<file path="src/design/dcrm_pkg.sv">
// Shared types and constants for the dirty cell rectangle merger.
package dcrm_pkg;

  // Register indexes on the configuration port
  localparam logic REG_GRID_COLS = 1'b0;
  localparam logic REG_GRID_ROWS = 1'b1;

  // Reset value of both grid size registers
  localparam logic [6:0] GRID_RESET = 7'd64;

  // Result queue geometry
  localparam int FIFO_DEPTH = 8;
  localparam int PTR_W      = 3;
  localparam int CNT_W      = 4;

  // One result item, rect_col in the lowest bits
  typedef struct packed {
    logic       frame_end;
    logic       rect_valid;
    logic [6:0] rect_rows;
    logic [6:0] rect_cols;
    logic [5:0] rect_row;
    logic [5:0] rect_col;
  } rect_t;

  // Per-cell control handed from the compare stage to the merge logic
  typedef struct packed {
    logic valid;
    logic changed;
    logic frame_last;
  } cell_ctl_t;

endpackage

</file>
<file path="src/design/dcrm_out_fifo.sv">
// Result queue: up to two pushes per cycle, one pop.
module dcrm_out_fifo (
  input  logic                          clk,
  input  logic                          rst,
  input  logic [1:0]                    push_cnt,
  input  dcrm_pkg::rect_t               din0,
  input  dcrm_pkg::rect_t               din1,
  input  logic                          pop,
  output logic                          not_empty,
  output dcrm_pkg::rect_t               dout,
  output logic [dcrm_pkg::CNT_W-1:0]    count
);

  dcrm_pkg::rect_t               q [dcrm_pkg::FIFO_DEPTH];
  logic [dcrm_pkg::PTR_W-1:0]    wptr, rptr;
  logic [dcrm_pkg::PTR_W-1:0]    wptr1;
  logic                          do_pop;

  assign not_empty = (count != '0);
  assign dout      = q[rptr];
  assign do_pop    = pop && not_empty;
  assign wptr1     = wptr + 1'b1;

  // Entry writes
  always_ff @(posedge clk) begin
    if (push_cnt != 2'd0) begin
      q[wptr] <= din0;
    end
    if (push_cnt == 2'd2) begin
      q[wptr1] <= din1;
    end
  end

  // Pointers and fill count
  always_ff @(posedge clk) begin
    if (rst) begin
      wptr  <= '0;
      rptr  <= '0;
      count <= '0;
    end else begin
      wptr  <= wptr + dcrm_pkg::PTR_W'(push_cnt);
      rptr  <= rptr + dcrm_pkg::PTR_W'(do_pop);
      count <= count + dcrm_pkg::CNT_W'(push_cnt) - dcrm_pkg::CNT_W'(do_pop);
    end
  end

endmodule

</file>
<file path="config.mk">
export PLATFORM = sky130hd
export DESIGN_NAME = dcrm_out_fifo
export DESIGN_NICKNAME = d
export VERILOG_FILES = /design/src/design/dcrm_pkg.sv /design/src/design/dcrm_out_fifo.sv
export SDC_FILE = /design/constraint.sdc
export NUM_CORES = 1
export LEC_CHECK = 0
export BUFFER_PORTS_ARGS = -buffer_cell sky130_fd_sc_hd__buf_2
export CAP_MARGIN = 10
export CORE_AREA = 2 2 126 219
export DETAILED_ROUTE_END_ITERATION = 6
export DIE_AREA = 0 0 128 221
export PLACE_DENSITY = 0.71
export RECOVER_POWER = 50
export SYNTH_ARGS = -nofsm -noshare
export SYNTH_HDL_FRONTEND = slang
export SYNTH_SLANG_ARGS = --single-unit
</file>
<file path="constraint.sdc">
create_clock -name clk -period 3.8 [get_ports clk]
set_clock_uncertainty 0.05 [all_clocks]
set_input_delay 0.19 -clock clk [delete_from_list [all_inputs] [get_ports clk]]
set_output_delay 0.19 -clock clk [all_outputs]
set_load 0.05 [all_outputs]
</file>
# == After elaboration in Yosys (flattened, before gate mapping) ==
# Memory sizes are Yosys's and may differ from the RTL's. A register that Yosys moved wholly into a read port is not among the register bits.
# Cells that the tools add are included.
# totals
regBits,10
mem_bits_rw,224
output_inout_bits,33
n_memories,1
# op_classes
add_sub_neg,5
n_eq_ne,1
muxes,5
reduce_logical,3
# mem_list
name,words,word_bits,rd,rd_ports_with_merged_regs,write_ports,line_no,rtl
q,8,28,1,1,2,dcrm_out_fifo.sv:14,dcrm_pkg::rect_t q [dcrm_pkg::FIFO_DEPTH];
# op_table
op,count
adder 4 x 2 -> 4 bit,1
2-to-1 mux 1 bit,4
nonzero test 4 bit,1
subtractor 4 x 1 -> 4 bit,1
adder 3 x 1 -> 3 bit,1
"adder 3 x 1 -> 3 bit, second input constant",1
adder 3 x 2 -> 3 bit,1
2-to-1 mux 3 bit,1
"== test 2 bit, second input constant",1
nonzero test 2 bit,1
logical AND 1 bit,1

# == Logic depth before layout (Yosys ltp) ==
# logic_depth
depth_word,4
ltp_mapped,11

# == Worst setup path before layout ==
# No wires, ideal clock.
# synth_timing
path_kind,flip-flop to flip-flop
startpoint,register wptr[0] in the netlist's numbering
endpoint,memory q[1][0] in the netlist's numbering (enable)
setup_time_ps,456
t_arrival_ps,2729
setup_slack_ps,564
stages_incl_launch_ff,3
path_buffers,0
synth_period_minus_slack_ps,3236
path_cell_list,dfxtp_1 -> o21ai_0 -> o31ai_1
# synth_lines
element,line_no,rtl
"start, declared",dcrm_out_fifo.sv:15,"logic [dcrm_pkg::PTR_W-1:0] wptr, rptr;"
"start signal, assigned",dcrm_out_fifo.sv:41,wptr <= wptr + dcrm_pkg::PTR_W'(push_cnt);
"end, declared",dcrm_out_fifo.sv:14,

==> metrics.md <==
| Metric | Value |
|---|---|
| Peak Freq | `0.298 GHz` |
| Core area | `26500 um^2` |
| Violated checks | `max-capacitance violations, max-slew violations` |
| Via-to-Cell Ratio | `5.94` |
| VDD IR-drop max | `0.283 mV` |
| Largest net degree at the start of global routing | `58` |
| Vias in the first global route | `7065` |
| Fraction of registers with async set or reset after synthesis | `0` |
| Critical path class | `reg -> reg` |
| Cell Area, Synth | `11800 um^2` |
| Die area | `28300 um^2` |
| Distinct cells, synth | `33` |
| Hold Slack | `0.0317 ns` |
| Final Hold Violating Endpoints | `0` |
| Status | `complete, but fails checks` |
| H-tree depth | `1` |
| Dpl hpwl | `17.5 mm` |
| Area grow syn2layout | `12.6%` |
| # DRC | `0` |
| I/O pin cnt | `94` |
| Number of port buffers | `93` |
| Antenna violations before repair | `0` |
| Worst-margin pin slew | `2.11 ns` |
| Final ANT Viol Nets | `0` |
| Yosys reg bits | `234` |
| DRT Pass-1 Iters | `4` |
| Max cap viols | `2` |
| Mapped Cells | `652` |
| Share of cells above drive strength 1 | `0.594` |
| Sequential cell area | `6930 um^2` |
| Unrepaired setup endpoints after global routing | `false` |
| Die Wd | `128 um` |
| Clock-pin slew on the worst setup and hold paths | `0.07 ns` |
| Multi-input gate area | `4600 um^2` |
| Crit start category | `flop` |
| Inserted Clock Buffers | `21` |
| Gr ovfl total | `0` |
| Leak pwr | `4.43 nW` |
| Setup TNS | `0 ns` |
| Clk root buf | `clkbuf_16` |
| GP Congestion | `0.764` |
| Post-synth EDFFs | `224` |
| Syn_nets | `725` |
| Commonest non-fill, non-tap cell in the layout | `mux2_2` |
| # setup viols final | `0` |
| Die H | `221 um` |
| CP max FO | `19` |
| CTS sink cnt | `234` |
| Critical Path RT | `3.89 ns` |
| Period Utilization, post-route | `0.883` |
| Sequential share of the synthesized area | `0.589` |
| Hold Path Class | `in -> reg` |
| WL per Instance | `25.9 um` |
| Nets | `822` |
| GR Util All Layers | `0.201` |
| CTS tree | `yes` |
| Slew Limit Fails | `26` |
| Most frequent cells in the layout | `mux2_2, edfxtp_1, buf_2` |
| Avg Synthesized Cell Area | `18.0 um^2` |
| Rows | `79` |
| Post-cts resize count | `0` |
| Arrival @ worst endpoint | `3.45 ns` |
| Slew margin rel. | `-0.413` |
| Bufs on Longest Clock Path | `3` |
| DR vias | `6466` |
| Clk Latency, worst-skew pair | `0.51 ns` |
| Final Instance Count excl. Fillers | `1089` |
| Initial drt markers | `459` |
| Layout fillers | `2190` |
| Drt total wl | `28.2 mm` |
| Placed Cells | `1049` |
| Initial Util | `0.444` |
| First-pass GRT wire length | `42.8 mm` |
| Synth Flop Type | `edfxtp_1` |
| Cell area power density | `557 nW/um^2` |
| Fin crit period | `3.36 ns` |
| Ys Warns | `0` |
| CP endpoint kind | `flop` |
==> cell usage after synthesis (all sizes together), types with 2 or more instances <==
master / instances / area share
buf: 32 / 0.017
inv: 12 / 0.0038
o21ai: 5 / 0.0021
ha: 10 / 0.011
xnor2: 2 / 0.0021
nand2: 6 / 0.0019
fa: 2 / 0.0034
a21oi: 2 / 0.00085
nor2: 8 / 0.0030
edfxtp: 224 / 0.57
o31ai: 2 / 0.0013
xor2: 3 / 0.0029
mux4: 56 / 0.11
clkbuf: 7 / 0.0022
mux2: 252 / 0.24
nor2b: 4 / 0.0021
nand3: 4 / 0.0017
dfxtp: 10 / 0.017
nand2b: 2 / 0.0011
o22ai: 2 / 0.0011
==> cells by family after synthesis <==
kind of cell | synth area share
compound gates | 0.00670
xor+xnor | 0.00500
fa+ha+maj | 0.0140
buf+inv | 0.0233
flops | 0.589
mux | 0.349
simple gates | 0.0135
==> layer usage <==
metal / up-vias / GRT usage / wire, um
li1: 2837 / - / -
met1: 3401 / 0.220 / 9870
met2: 183 / 0.392 / 16300
met5: - / 0 / 0
met4: 0 / 0.0663 / 649
met3: 45 / 0.0254 / 1350
==> registers in the layout, summed over array words and instances, names as in the netlist <==
signal and count:
count 4, q 224, rptr 3, wptr 3
==> power breakdown <==
part           total [W]  leakage (nW)  switching (W)  internal, W
Clock            0.00204         0.307       0.000938      0.00110
Sequential       0.00323          2.14       0.000115      0.00311
Combinational    0.00211          1.99        0.00133     0.000779
==> worst paths after layout <==
path | from | endpoint | slack [ns] | cells after the start
setup / recovery | wptr[0] | q[6][24] | 0.44 | 4
hold / removal | din0[1] | q[5][1] | 0.03 | 2
hold reg to reg | rptr[0] | rptr[0] | 0.56 | 2
setup reg to reg | wptr[0] | q[6][24] | 0.44 | 4
==> worst max-delay path, stage by stage (launching register included) <==
cell	delay, ns
dfxtp_1	0.38
ha_1	0.40
nand4b_1	0.30
o22ai_1	1.10
clkbuf_2	0.73
==> per-stage QoR <==
step | total power [W] | setup WS, ns | utilization | instance area (um^2)
floorplan | 0.00482 | 0.564 | - | 11800
global placement | 0.00536 | 0.915 | 0.478 | 12700
detailed placement | 0.00544 | 0.823 | 0.480 | 12700
CTS | 0.00746 | 0.738 | 0.504 | 13400
global route | 0.00765 | 0.339 | 0.500 | 13200
finish | 0.00737 | 0.444 | 0.500 | 13200
==> repair_timing <==
item | in CTS | in global routing
buffers inserted | 0 | 0
endpoints found under the setup margin | 0 | 0
hold buffers | 1 | 0
endpoints found under the hold margin | 9 | 0
==> final cells by class <==
| cell class | count | share of cell area |
|---|---|---|
| clock buffer | 27 | 0.0414 |
| inverter | 12 | 0.00340 |
| sequential | 234 | 0.523 |
| antenna | 1 | 0.000189 |
| timing repair buffer | 113 | 0.0467 |
| tap | 324 | 0.0306 |
| multi-input combinational | 367 | 0.348 |
| clock inverter | 11 | 0.00671 |
Note: power is estimated with default switching activity, not from simulation.
