--- config.mk ---
export PLATFORM = sky130hd
export DESIGN_NAME = dcrm_merge
export DESIGN_NICKNAME = d
export VERILOG_FILES = /design/src/design/dcrm_pkg.sv /design/src/design/dcrm_merge.sv
export SDC_FILE = /design/constraint.sdc
export NUM_CORES = 1
export LEC_CHECK = 0
export ABC_AREA = 1
export BUFFER_PORTS_ARGS = -buffer_cell sky130_fd_sc_hd__buf_2
export CORE_ASPECT_RATIO = 1.5
export CORE_UTILIZATION = 45
export DETAILED_ROUTE_END_ITERATION = 16
export GPL_TIMING_DRIVEN = 0
export PLACE_DENSITY = 0.62
export SLEW_MARGIN = 20
export SYNTH_ARGS = -nofsm -noshare
export SYNTH_HDL_FRONTEND = slang
export SYNTH_SLANG_ARGS = --single-unit
--- constraint.sdc ---
create_clock -name clk -period 5.3 [get_ports clk]
set_input_delay 0.265 -clock clk [delete_from_list [all_inputs] [get_ports clk]]
set_output_delay 0.265 -clock clk [all_outputs]
set_load 0.05 [all_outputs]
--- src/design/dcrm_pkg.sv ---
// Shared types and constants for the dirty cell rectangle merger.
package dcrm_pkg;

  // Register indexes on the configuration port
  localparam logic REG_GRID_COLS = 1'b0;
  localparam logic REG_GRID_ROWS = 1'b1;

  // Reset value of both grid size registers
  localparam logic [6:0] GRID_RESET = 7'd64;

  // Result queue geometry
  localparam int FIFO_DEPTH = 8;
  localparam int PTR_W      = 3;
  localparam int CNT_W      = 4;

  // One result item, rect_col in the lowest bits
  typedef struct packed {
    logic       frame_end;
    logic       rect_valid;
    logic [6:0] rect_rows;
    logic [6:0] rect_cols;
    logic [5:0] rect_row;
    logic [5:0] rect_col;
  } rect_t;

  // Per-cell control handed from the compare stage to the merge logic
  typedef struct packed {
    logic valid;
    logic changed;
    logic frame_last;
  } cell_ctl_t;

endpackage

--- src/design/dcrm_merge.sv ---
// Pending rectangle register and merge / emit decision.
module dcrm_merge #(
  parameter int XW = 7,
  parameter int YW = 7
) (
  input  logic              clk,
  input  logic              rst,
  input  dcrm_pkg::cell_ctl_t ctl,
  input  logic [XW-1:0]     col,
  input  logic [YW-1:0]     row,
  output logic [1:0]        push_cnt,
  output dcrm_pkg::rect_t   res0,
  output dcrm_pkg::rect_t   res1
);

  logic [XW-1:0] pend_col, pend_col_next;
  logic [YW-1:0] pend_row, pend_row_next;
  logic [XW-1:0] pend_cols, pend_cols_next;
  logic [YW-1:0] pend_rows, pend_rows_next;
  logic          pend_valid, pend_valid_next;

  logic [XW:0] col1, pend_x2, x1, x2;
  logic [YW:0] row1, pend_y2, y1, y2;
  logic        touch;
  logic        emit_old;
  logic [XW-1:0] u_col, u_cols;
  logic [YW-1:0] u_row, u_rows;
  logic          u_valid;
  dcrm_pkg::rect_t old_r, fin_r;
  logic [31:0] t_c, t_r, t_w, t_h;

  // Bounds of the cell and of the pending rectangle
  assign col1    = (XW+1)'(col) + (XW+1)'(1);
  assign row1    = (YW+1)'(row) + (YW+1)'(1);
  assign pend_x2 = (XW+1)'(pend_col) + (XW+1)'(pend_cols);
  assign pend_y2 = (YW+1)'(pend_row) + (YW+1)'(pend_rows);

  assign touch = pend_valid &&
                 col1 >= (XW+1)'(pend_col) && (XW+1)'(col) <= pend_x2 &&
                 row1 >= (YW+1)'(pend_row) && (YW+1)'(row) <= pend_y2;

  // Bounding box of cell and pending rectangle
  assign x1 = (col < pend_col) ? (XW+1)'(col) : (XW+1)'(pend_col);
  assign y1 = (row < pend_row) ? (YW+1)'(row) : (YW+1)'(pend_row);
  assign x2 = (col1 > pend_x2) ? col1 : pend_x2;
  assign y2 = (row1 > pend_y2) ? row1 : pend_y2;

  // Updated pending rectangle after this cell
  always_comb begin
    u_col    = pend_col;
    u_row    = pend_row;
    u_cols   = pend_cols;
    u_rows   = pend_rows;
    u_valid  = pend_valid;
    emit_old = 1'b0;
    if (ctl.changed) begin
      if (touch) begin
        u_col  = XW'(x1);
        u_row  = YW'(y1);
        u_cols = XW'(x2 - x1);
        u_rows = YW'(y2 - y1);
      end else begin
        emit_old = pend_valid;
        u_col    = col;
        u_row    = row;
        u_cols   = XW'(1);
        u_rows   = YW'(1);
        u_valid  = 1'b1;
      end
    end
  end

  // Result entries, coordinates cut to the port widths
  always_comb begin
    t_c = 32'(pend_col);
    t_r = 32'(pend_row);
    t_w = 32'(pend_cols);
    t_h = 32'(pend_rows);
    old_r.rect_col   = t_c[5:0];
    old_r.rect_row   = t_r[5:0];
    old_r.rect_cols  = t_w[6:0];
    old_r.rect_rows  = t_h[6:0];
    old_r.rect_valid = 1'b1;
    old_r.frame_end  = 1'b0;

    t_c = 32'(u_col);
    t_r = 32'(u_row);
    t_w = 32'(u_cols);
    t_h = 32'(u_rows);
    fin_r.rect_col   = u_valid ? t_c[5:0] : 6'd0;
    fin_r.rect_row   = u_valid ? t_r[5:0] : 6'd0;
    fin_r.rect_cols  = u_valid ? t_w[6:0] : 7'd0;
    fin_r.rect_rows  = u_valid ? t_h[6:0] : 7'd0;
    fin_r.rect_valid = u_valid;
    fin_r.frame_end  = 1'b1;
  end

  // Pack the results in order: old rectangle first, then the frame end
  always_comb begin
    push_cnt = 2'd0;
    res0     = fin_r;
    res1     = fin_r;
    if (ctl.valid) begin
      if (emit_old) begin
        res0     = old_r;
        push_cnt = ctl.frame_last ? 2'd2 : 2'd1;
      end else begin
        push_cnt = ctl.frame_last ? 2'd1 : 2'd0;
      end
    end
  end

  // Next pending state; cleared at frame end
  always_comb begin
    pend_col_next   = pend_col;
    pend_row_next   = pend_row;
    pend_cols_next  = pend_cols;
    pend_rows_next  = pend_rows;
    pend_valid_next = pend_valid;
    if (ctl.valid) begin
      if (ctl.frame_last) begin
        pend_col_next   = '0;
        pend_row_next   = '0;
        pend_cols_next  = '0;
        pend_rows_next  = '0;
        pend_valid_next = 1'b0;
      end else begin
        pend_col_next   = u_col;
        pend_row_next   = u_row;
        pend_cols_next  = u_cols;
        pend_rows_next  = u_rows;
        pend_valid_next = u_valid;
      end
    end
  end

  always_ff @(posedge clk) begin
    if (rst) begin
      pend_col   <= '0;
      pend_row   <= '0;
      pend_cols  <= '0;
      pend_rows  <= '0;
      pend_valid <= 1'b0;
    end else begin
      pend_col   <= pend_col_next;
      pend_row   <= pend_row_next;
      pend_cols  <= pend_cols_next;
      pend_rows  <= pend_rows_next;
      pend_valid <= pend_valid_next;
    end
  end

endmodule

# Yosys cells after proc, flatten, opt, wreduce, memory -nomap -nowiden
# Index checks and enable logic that the tools add are counted.
totals:
  ff_bits: 29
  inputBits: 19
  word_cells: 58
op_classes:
  n_addsub: 6
  order_cmp: 8
  n_mux: 31
  n_reduce_logical: 6
ops:
  columns: ["operator", "n"]
  rows:
  - ["two-way mux 7 bit", 18]
  - ["two-way mux 28 bit", 2]
  - ["adder 7 x 1 -> 8 bit, second input constant", 2]
  - ["adder 7 x 7 -> 8 bit", 2]
  - ["greater-or-equal comparator 8 x 7 -> 1 bit", 2]
  - ["> comparator 8 bit", 2]
  - ["<= comparator 7 x 8 -> 1 bit", 2]
  - ["less-than comparator 7 bit", 2]
  - ["subtractor 7 bit", 2]
  - ["two-way mux 6 bit", 2]
  - ["two-way mux 1 bit", 6]
  - ["two-way mux 2 bit", 3]
  - ["logical AND 1 bit", 4]
  - ["AND reduction 2 bit", 1]
  - ["nonzero test 2 bit", 1]

# Logic depth before layout (Yosys ltp)
# Gate-level depths: netlist (run 1).
logic_depth:
  depth_word: 11
  mapped_depth: 32
  mapped_depth_nobuf: 31

# Worst setup path after synthesis (run 1)
# Ideal clock, no wire load.
synth_timing:
  path_kind: "flip-flop to output port"
  from: "register pend_col[0]"
  to: "output port res0[18] (netlist name)"
  t_arrival_ps: 4132
  required_time_ps: 5035
  slack_ps: 903
  path_stages_with_launch: 31
  path_buffers: 1
  path_cell_list: "dfxtp_1 > ha_1 > inv_1 > fa_1 > inv_1 > a31oi_1 > xor2_1 > ha_1 > inv_1 > nor2_1 > nand3_1 > nand2_1 > nand2_1 > buf_2 > nor2_1 > a21oi_1 > ha_1 > fa_1 > o211ai_1 > nand2_1 > nand2_1 > a21oi_1 > inv_1 > nand2_1 > nand2_1 > inv_1 > nand3_1 > nand3_1 > nand2_1 > nand2_1 > nand2_1"
synth_lines:
  columns: ["element", "line_no", "text"]
  rows:
  - ["from (decl)", "dcrm_merge.sv:16", "logic [XW-1:0] pend_col, pend_col_next;"]
  - ["from (signal assigned)", "dcrm_merge.sv:145", "pend_col <= pend_col_next;"]
  - ["to (decl)", "dcrm_merge.sv:12", "output dcrm_pkg::rect_t res0,"]

==> impl_metrics.csv, run 1 <==
group,metric,value,unit
grt,grt_max_degree,11,
worst_setup_path,path_depth,31,
synthesis,ys_ff_latch,29,
timing,tightest_slew,735,ps
grt,track_usage,31.6,%
placed_design,dp_slack,96.0,ps
final_layout,n_antenna_cell,0,
detailed_routing,drt_iter0_drc,311,
worst_setup_path,crit_slowest_cell,"fa_1",
clock_tree,ctsRootBufferMaster,"clkbuf_16",
synthesis,syn_nets,949,
grt,grt_pass1_wl,27700,um
clock_tree,cts_max_path_buffers,2,
timing,setup_slack,255,ps
grt,antenna_found_initial,0,
detailed_routing,drc,0,
floorplan,rows,47,
worst_setup_path,critPathLaunch,"pend_col[0]$_SDFFE_PP0P_",
detailed_routing,via_per_inst,5.46,
detailed_routing,wirelength,18500,um
synthesis,synthesis.area,0.00507,mm2
detailed_routing,wire_per_inst,17.1,um
worst_setup_path,critPathMaxStageDelay,400,ps
power,finalPower,1.14,mW
worst_setup_path,r2r_start,"pend_col[0]$_SDFFE_PP0P_",
worst_setup_path,worstPathArrival,4780,ps
placed_design,gp_congestion,0.951,
floorplan,die_height,132,um
clock_tree,cts_made_buffers,5,
grt,grt-ovfl-total,0,
timing,drv_slew,0,
timing,hold_violations,0,
timing,fin_hold_ws,405,ps
detailed_routing,ant_nets,0,
timing,worst_clock_skew,3.34,ps
clock_tree,cts.clk_slew.worst_paths,50,ps
floorplan,ioPinCount,77,
worst_setup_path,path_buf_inv,8,
synthesis,synth_edf_count,0,
placed_design,hpwl,15300,um
placed_design,portBuffers,74,
synthesis,async_flop_share,0,%
power,p_leak,3.18,nW
worst_setup_path,reg2reg_to,"pend_cols[6]$_SDFFE_PP0P_",
min_path,hp-start,"ctl[0]",
timing,fin_setup_tns,0,ps
min_path,min_path_type,"in2reg",
floorplan,start_util,46.1,%
worst_setup_path,crit_path_start_kind,"flip-flop",
synthesis,synth.most_common_cell,"nand2_1",
detailed_routing,num_vias,5888,
final_layout,syn_to_final_growth,16.3,%
worst_setup_path,r2r_cells,30,
worst_setup_path,r2r_slack,920,ps
synthesis,synth_warnings,0,
synthesis,synth_cell_types,40,
synthesis,syn-instance-count,847,
clock_tree,insertion_delay,280,ps
timing,period_minus_slack,5040,ps
clock_tree,htreeDepth,2,
synthesis,synth_top_area_share,19.5,%
timing,relSlewSlack,51.0,%
synthesis,syn_avg_cell_area,5.99,um2
timing,setup_viol,0,
worst_setup_path,crit_type,"reg2out",
grt,grt_pass1_vias,5596,
final_layout,drive_above_1_share,16.8,%
power,powerDensity,193,mW/mm2
floorplan,dieArea,0.0117,mm2
final_layout,nNetsFinal,1034,
worst_setup_path,critical_path.endpoint,"res1[18]",
flow_run,max_cap_viol_count,0,
synthesis,synth_top_flop_cell,"dfxtp_1",
clock_tree,clock-sinks,29,
worst_setup_path,crit_path_frequent_cell,"nand2_1",
run_status,status,"finished clean",
clock_tree,cts_tree,"yes",
worst_setup_path,crit_family,"adder cells",
power,irDropWorstVdd,118,uV
floorplan,die_w,88.7,um
timing,fin_crit_sh,95.2,%
worst_setup_path,cp.required,5040,ps
synthesis,synth_area_leader_cell,"ha_1",
worst_setup_path,cp-end-kind,"output pin",
synthesis,ys_seq_area_share,11.4,%
clock_tree,holdBufCountCts,0,
timing,timing.fmax,198,MHz
synthesis,synth_common_cells,"nand2_1, inv_1, nand3_1, ha_1, a21oi_1",
floorplan,core,0.0110,mm2
worst_setup_path,cp_max_fo,10,
detailed_routing,dr.pass1.iters,5,
synthesis,ys_top_cells_by_area,"ha_1, nand2_1, dfxtp_1, inv_1, nand3_1",
## stage by stage
step | instance area (um2) | util [%] | std cells
floorplan | 5070 | - | 847
global placement | 5630 | 51.2 | 1068
detailed placement | 5630 | 51.2 | 1068
CTS | 5790 | 52.7 | 1075
global route | 5900 | 53.6 | 1079
finish | 5900 | 53.6 | 1079
## flip-flops by register name, indices dropped and copies added, names as in the netlist
name / flops
pend_row: 7
pend_col: 7
pend_rows: 7
pend_cols: 7
pend_valid: 1
## kinds of logic (layout without fill, tap and decap cells)
logic type	count (synthesis)	count (layout)	share of synthesized area, %
other	1	1	0.0739
buffers and inverters	160	245	12.7
flip-flops	29	29	11.4
AND/OR/NAND/NOR	411	411	35.6
XOR/XNOR	18	18	3.11
adder cells (fa/ha/maj)	83	83	21.1
AO/OA/AOI/OAI	145	145	16.0
## metal layers
metal	GRT usage (%)	vias up	part of all wire, %
met4	23.0	0	7.9
met1	29.4	2699	34
met3	3.01	67	3.5
met2	60.7	187	54
li1	-	2935	-
met5	0	-	0
## final cells by class
type	count	area, um2
plain buffers	27	151
clock buffers	7	143
fillers	1186	5100
inverters	133	499
multi-input cells	658	3900
flip-flops and latches	29	597
well taps	147	184
repair buffers	78	422
## power by group
| part | total (mW) | internal (mW) | switching (mW) | leakage [nW] |
|---|---|---|---|---|
| Clock | 0.291 | 0.184 | 0.106 | 0.0700 |
| Sequential | 0.235 | 0.225 | 0.0104 | 0.240 |
| Combinational | 0.610 | 0.198 | 0.412 | 2.87 |
## placed cells by master (no fill, tap or decap), drive strengths merged, types with 2 or more instances in the layout
master | netlist | final
nand4 | 19 | 19
a21oi | 70 | 70
a31oi | 3 | 3
xnor2 | 7 | 7
fa | 4 | 4
nand2 | 229 | 229
nand3b | 4 | 4
o211ai | 4 | 4
nor3 | 6 | 6
inv | 132 | 132
nand3 | 86 | 86
xor2 | 11 | 11
ha | 79 | 79
dfxtp | 29 | 29
o21ai | 59 | 59
o21bai | 3 | 3
clkbuf | 14 | 23
a21o | 2 | 2
o21a | 4 | 4
or2 | 7 | 7
buf | 13 | 89
nor2 | 58 | 58
## worst reg2reg max path: cells and delay by family (launching register included)
family,cells,cell delay [ps]
AND/OR/NAND/NOR,13,1110
AO/OA/AOI/OAI,5,630
flip-flops,1,380
XOR/XNOR,1,210
buffers and inverters,6,490
adder cells (fa/ha/maj),5,1480
## repair_timing
| action | CTS | global route |
|---|---|---|
| gates resized for setup | 7 | 32 |
| buffers inserted | 0 | 4 |
| endpoints found under the setup margin | 4 | 10 |
| pin swaps | 0 | 2 |
## worst min-delay path by stage
stage,endpoint,slack (ps),depth (start not counted)
after floorplan,pend_cols[2]$_SDFFE_PP0P_,460,2
after global placement,pend_cols[2]$_SDFFE_PP0P_,470,2
after detailed placement,pend_rows[1]$_SDFFE_PP0P_,480,2
after CTS,pend_col[6]$_SDFFE_PP0P_,400,4
after global routing,pend_col[6]$_SDFFE_PP0P_,410,4
final,pend_col[6]$_SDFFE_PP0P_,410,4
No activity file was read; power rests on OpenSTA's default activity.
==> run 2, diff against run 1 <==
--- a/config.mk
+++ b/config.mk
@@ -12,6 +12,7 @@
 export DETAILED_ROUTE_END_ITERATION = 16
 export GPL_TIMING_DRIVEN = 0
 export PLACE_DENSITY = 0.62
+export REMOVE_ABC_BUFFERS = 1
 export SLEW_MARGIN = 20
 export SYNTH_ARGS = -nofsm -noshare
 export SYNTH_HDL_FRONTEND = slang
==> run 2 against run 1 <==
Compared with the run above: clock-buffer cell count unchanged; global-route usage is 3.8 points lower; die area stayed put; critical endpoint is now res0[25].
==> impl_metrics.csv, run 2 (synthesis gave the netlist of run 1 again) <==
group,metric,value,unit
timing,relSlewSlack,42.6,%
worst_setup_path,r2r_cells,27,
detailed_routing,drt_iter0_drc,287,
power,power.internal,0.620,mW
worst_setup_path,crit_slowest_cell,"fa_1",
worst_setup_path,path_depth,28,
clock_tree,cts_max_path_buffers,2,
final_layout,layout_common_cells,"nand2_1, inv_1, nand3_1, ha_1, buf_2",
timing,hold_violations,0,
timing,setup_viol,0,
grt,grt_pass1_wl,25200,um
floorplan,die_height,132,um
clock_tree,clock-sinks,29,
detailed_routing,ant_nets,0,
worst_setup_path,crit_path_frequent_cell,"nand2_1",
min_path,min_to,"pend_row[6]$_SDFFE_PP0P_",
final_layout,syn_to_final_growth,13.5,%
power,combPwrFrac,52.8,%
timing,tightest_slew,860,ps
floorplan,dieArea,0.0117,mm2
final_layout,drive_above_1_share,15.3,%
worst_setup_path,r2r_slack,900,ps
worst_setup_path,path_buf_inv,5,
min_path,hp-start,"ctl[0]",
power,powerDensity,199,mW/mm2
timing,period_minus_slack,4990,ps
detailed_routing,num_vias,5711,
detailed_routing,drc,0,
floorplan,ioPinCount,77,
timing,fin_crit_sh,94.2,%
run_status,status,"finished clean",
floorplan,core,0.0110,mm2
final_layout,nNetsFinal,1009,
clock_tree,cts_made_buffers,5,
detailed_routing,wirelength,16000,um
floorplan,die_w,88.7,um
final_layout,fin_util,52.4,%
worst_setup_path,r2r_start,"pend_rows[0]$_SDFFE_PP0P_",
timing,timing.fmax,200,MHz
grt,antenna_found_initial,0,
detailed_routing,dr.pass1.iters,7,
clock_tree,insertion_delay,290,ps
grt,grt_max_degree,34,
power,swShare,45.9,%
power,switching_power,0.527,mW
placed_design,portBuffers,75,
power,finalPower,1.15,mW
final_layout,layout_commonest_cell,"nand2_1",
worst_setup_path,crit_type,"reg2out",
clock_tree,ctsRootBufferMaster,"clkbuf_16",
placed_design,hpwl,12500,um
clock_tree,cts_tree,"yes",
worst_setup_path,crit_path_start_kind,"flip-flop",
detailed_routing,wire_per_inst,15.2,um
grt,grt-ovfl-total,0,
worst_setup_path,reg2reg_to,"pend_rows[6]$_SDFFE_PP0P_",
power,irDropWorstVdd,113,uV
worst_setup_path,crit_family,"adder cells",
worst_setup_path,cp-end-kind,"output pin",
clock_tree,cts.clk_slew.worst_paths,60,ps
flow_run,max_cap_viol_count,0,
power,sequentialPowerShare,20.2,%
power,p_leak,3.13,nW
worst_setup_path,critPathMaxStageDelay,410,ps
placed_design,gp_congestion,0.885,
floorplan,start_util,46.1,%
worst_setup_path,worstPathArrival,4730,ps
worst_setup_path,cp_max_fo,13,
grt,grt_pass1_vias,5327,
worst_setup_path,cp.required,5040,ps
clock_tree,htreeDepth,2,
min_path,whs_path_depth,4,
floorplan,rows,47,
grt,track_usage,27.9,%
timing,worst_clock_skew,7.49,ps
power,pwr-share-clk,27.0,%
final_layout,n_antenna_cell,0,
detailed_routing,via_per_inst,5.41,
timing,drv_slew,0,
min_path,min_path_type,"in2reg",
-- run 2: layout make-up --
class,count,area [um2]
clock buffer,7,153
sequential,29,589
tap,147,184
clock inverter,1,5.00
fill,1194,5240
timing repair buffer,80,427
inverter,133,499
multi-input combinational,658,3900
-- run 2: what timing repair did --
item / 4_1_cts / 5_1_grt
setup endpoints to repair: 11 / 21
pin swaps: 2 / 4
setup buffers: 2 / 2
resized for setup: 7 / 23
hold buffers: 0 / 0
-- run 2: how the worst max path moves through the flow --
stage,to,slack (ps),startpoint
detailed placement,res0[18],20,pend_col[0]$_SDFFE_PP0P_
finish,res0[25],310,pend_rows[0]$_SDFFE_PP0P_
CTS,res0[18],9,pend_col[0]$_SDFFE_PP0P_
global route,res0[25],-20,pend_rows[0]$_SDFFE_PP0P_
floorplan,res0[17],860,pend_col[0]$_SDFFE_PP0P_
global placement,res0[18],40,pend_col[0]$_SDFFE_PP0P_
-- run 2: per-layer routing --
layer  global-route usage [%]  routed length, um  up-vias
met3                     1.57                384       30
li1                         -                  -     2892
met2                     53.1               8780      117
met5                        0                  0        -
met1                     30.4               6300     2672
met4                     12.1                555        0
-- run 2: power groups by stage --
stage	Combinational (mW)	Clock (mW)	Sequential, mW
5_1_grt	0.676	0.320	0.233
3_3_place_gp	0.573	0	0.236
6_report	0.606	0.310	0.232
2_1_floorplan	0.437	0	0.235
4_1_cts	0.594	0.314	0.232
3_5_place_dp	0.582	0	0.237
-- run 2: per-stage QoR --
stage	setup WS [ps]	hold slack (ps)	instance area [um2]	setup TNS, ps	instances
after detailed placement	21.7	477	5490	0	1042
final	306	409	5760	0	1055
after floorplan	859	334	4930	0	820
after global placement	36.7	472	5490	0	1042
after CTS	9.34	404	5690	0	1052
after global routing	-19.8	464	5760	-28.5	1055
-- run 2: tightest hold or removal path, cell delays in order --
cell	delay, ps
buf_2	130
o21ai_0	120
nand2_1	70
a21oi_1	50
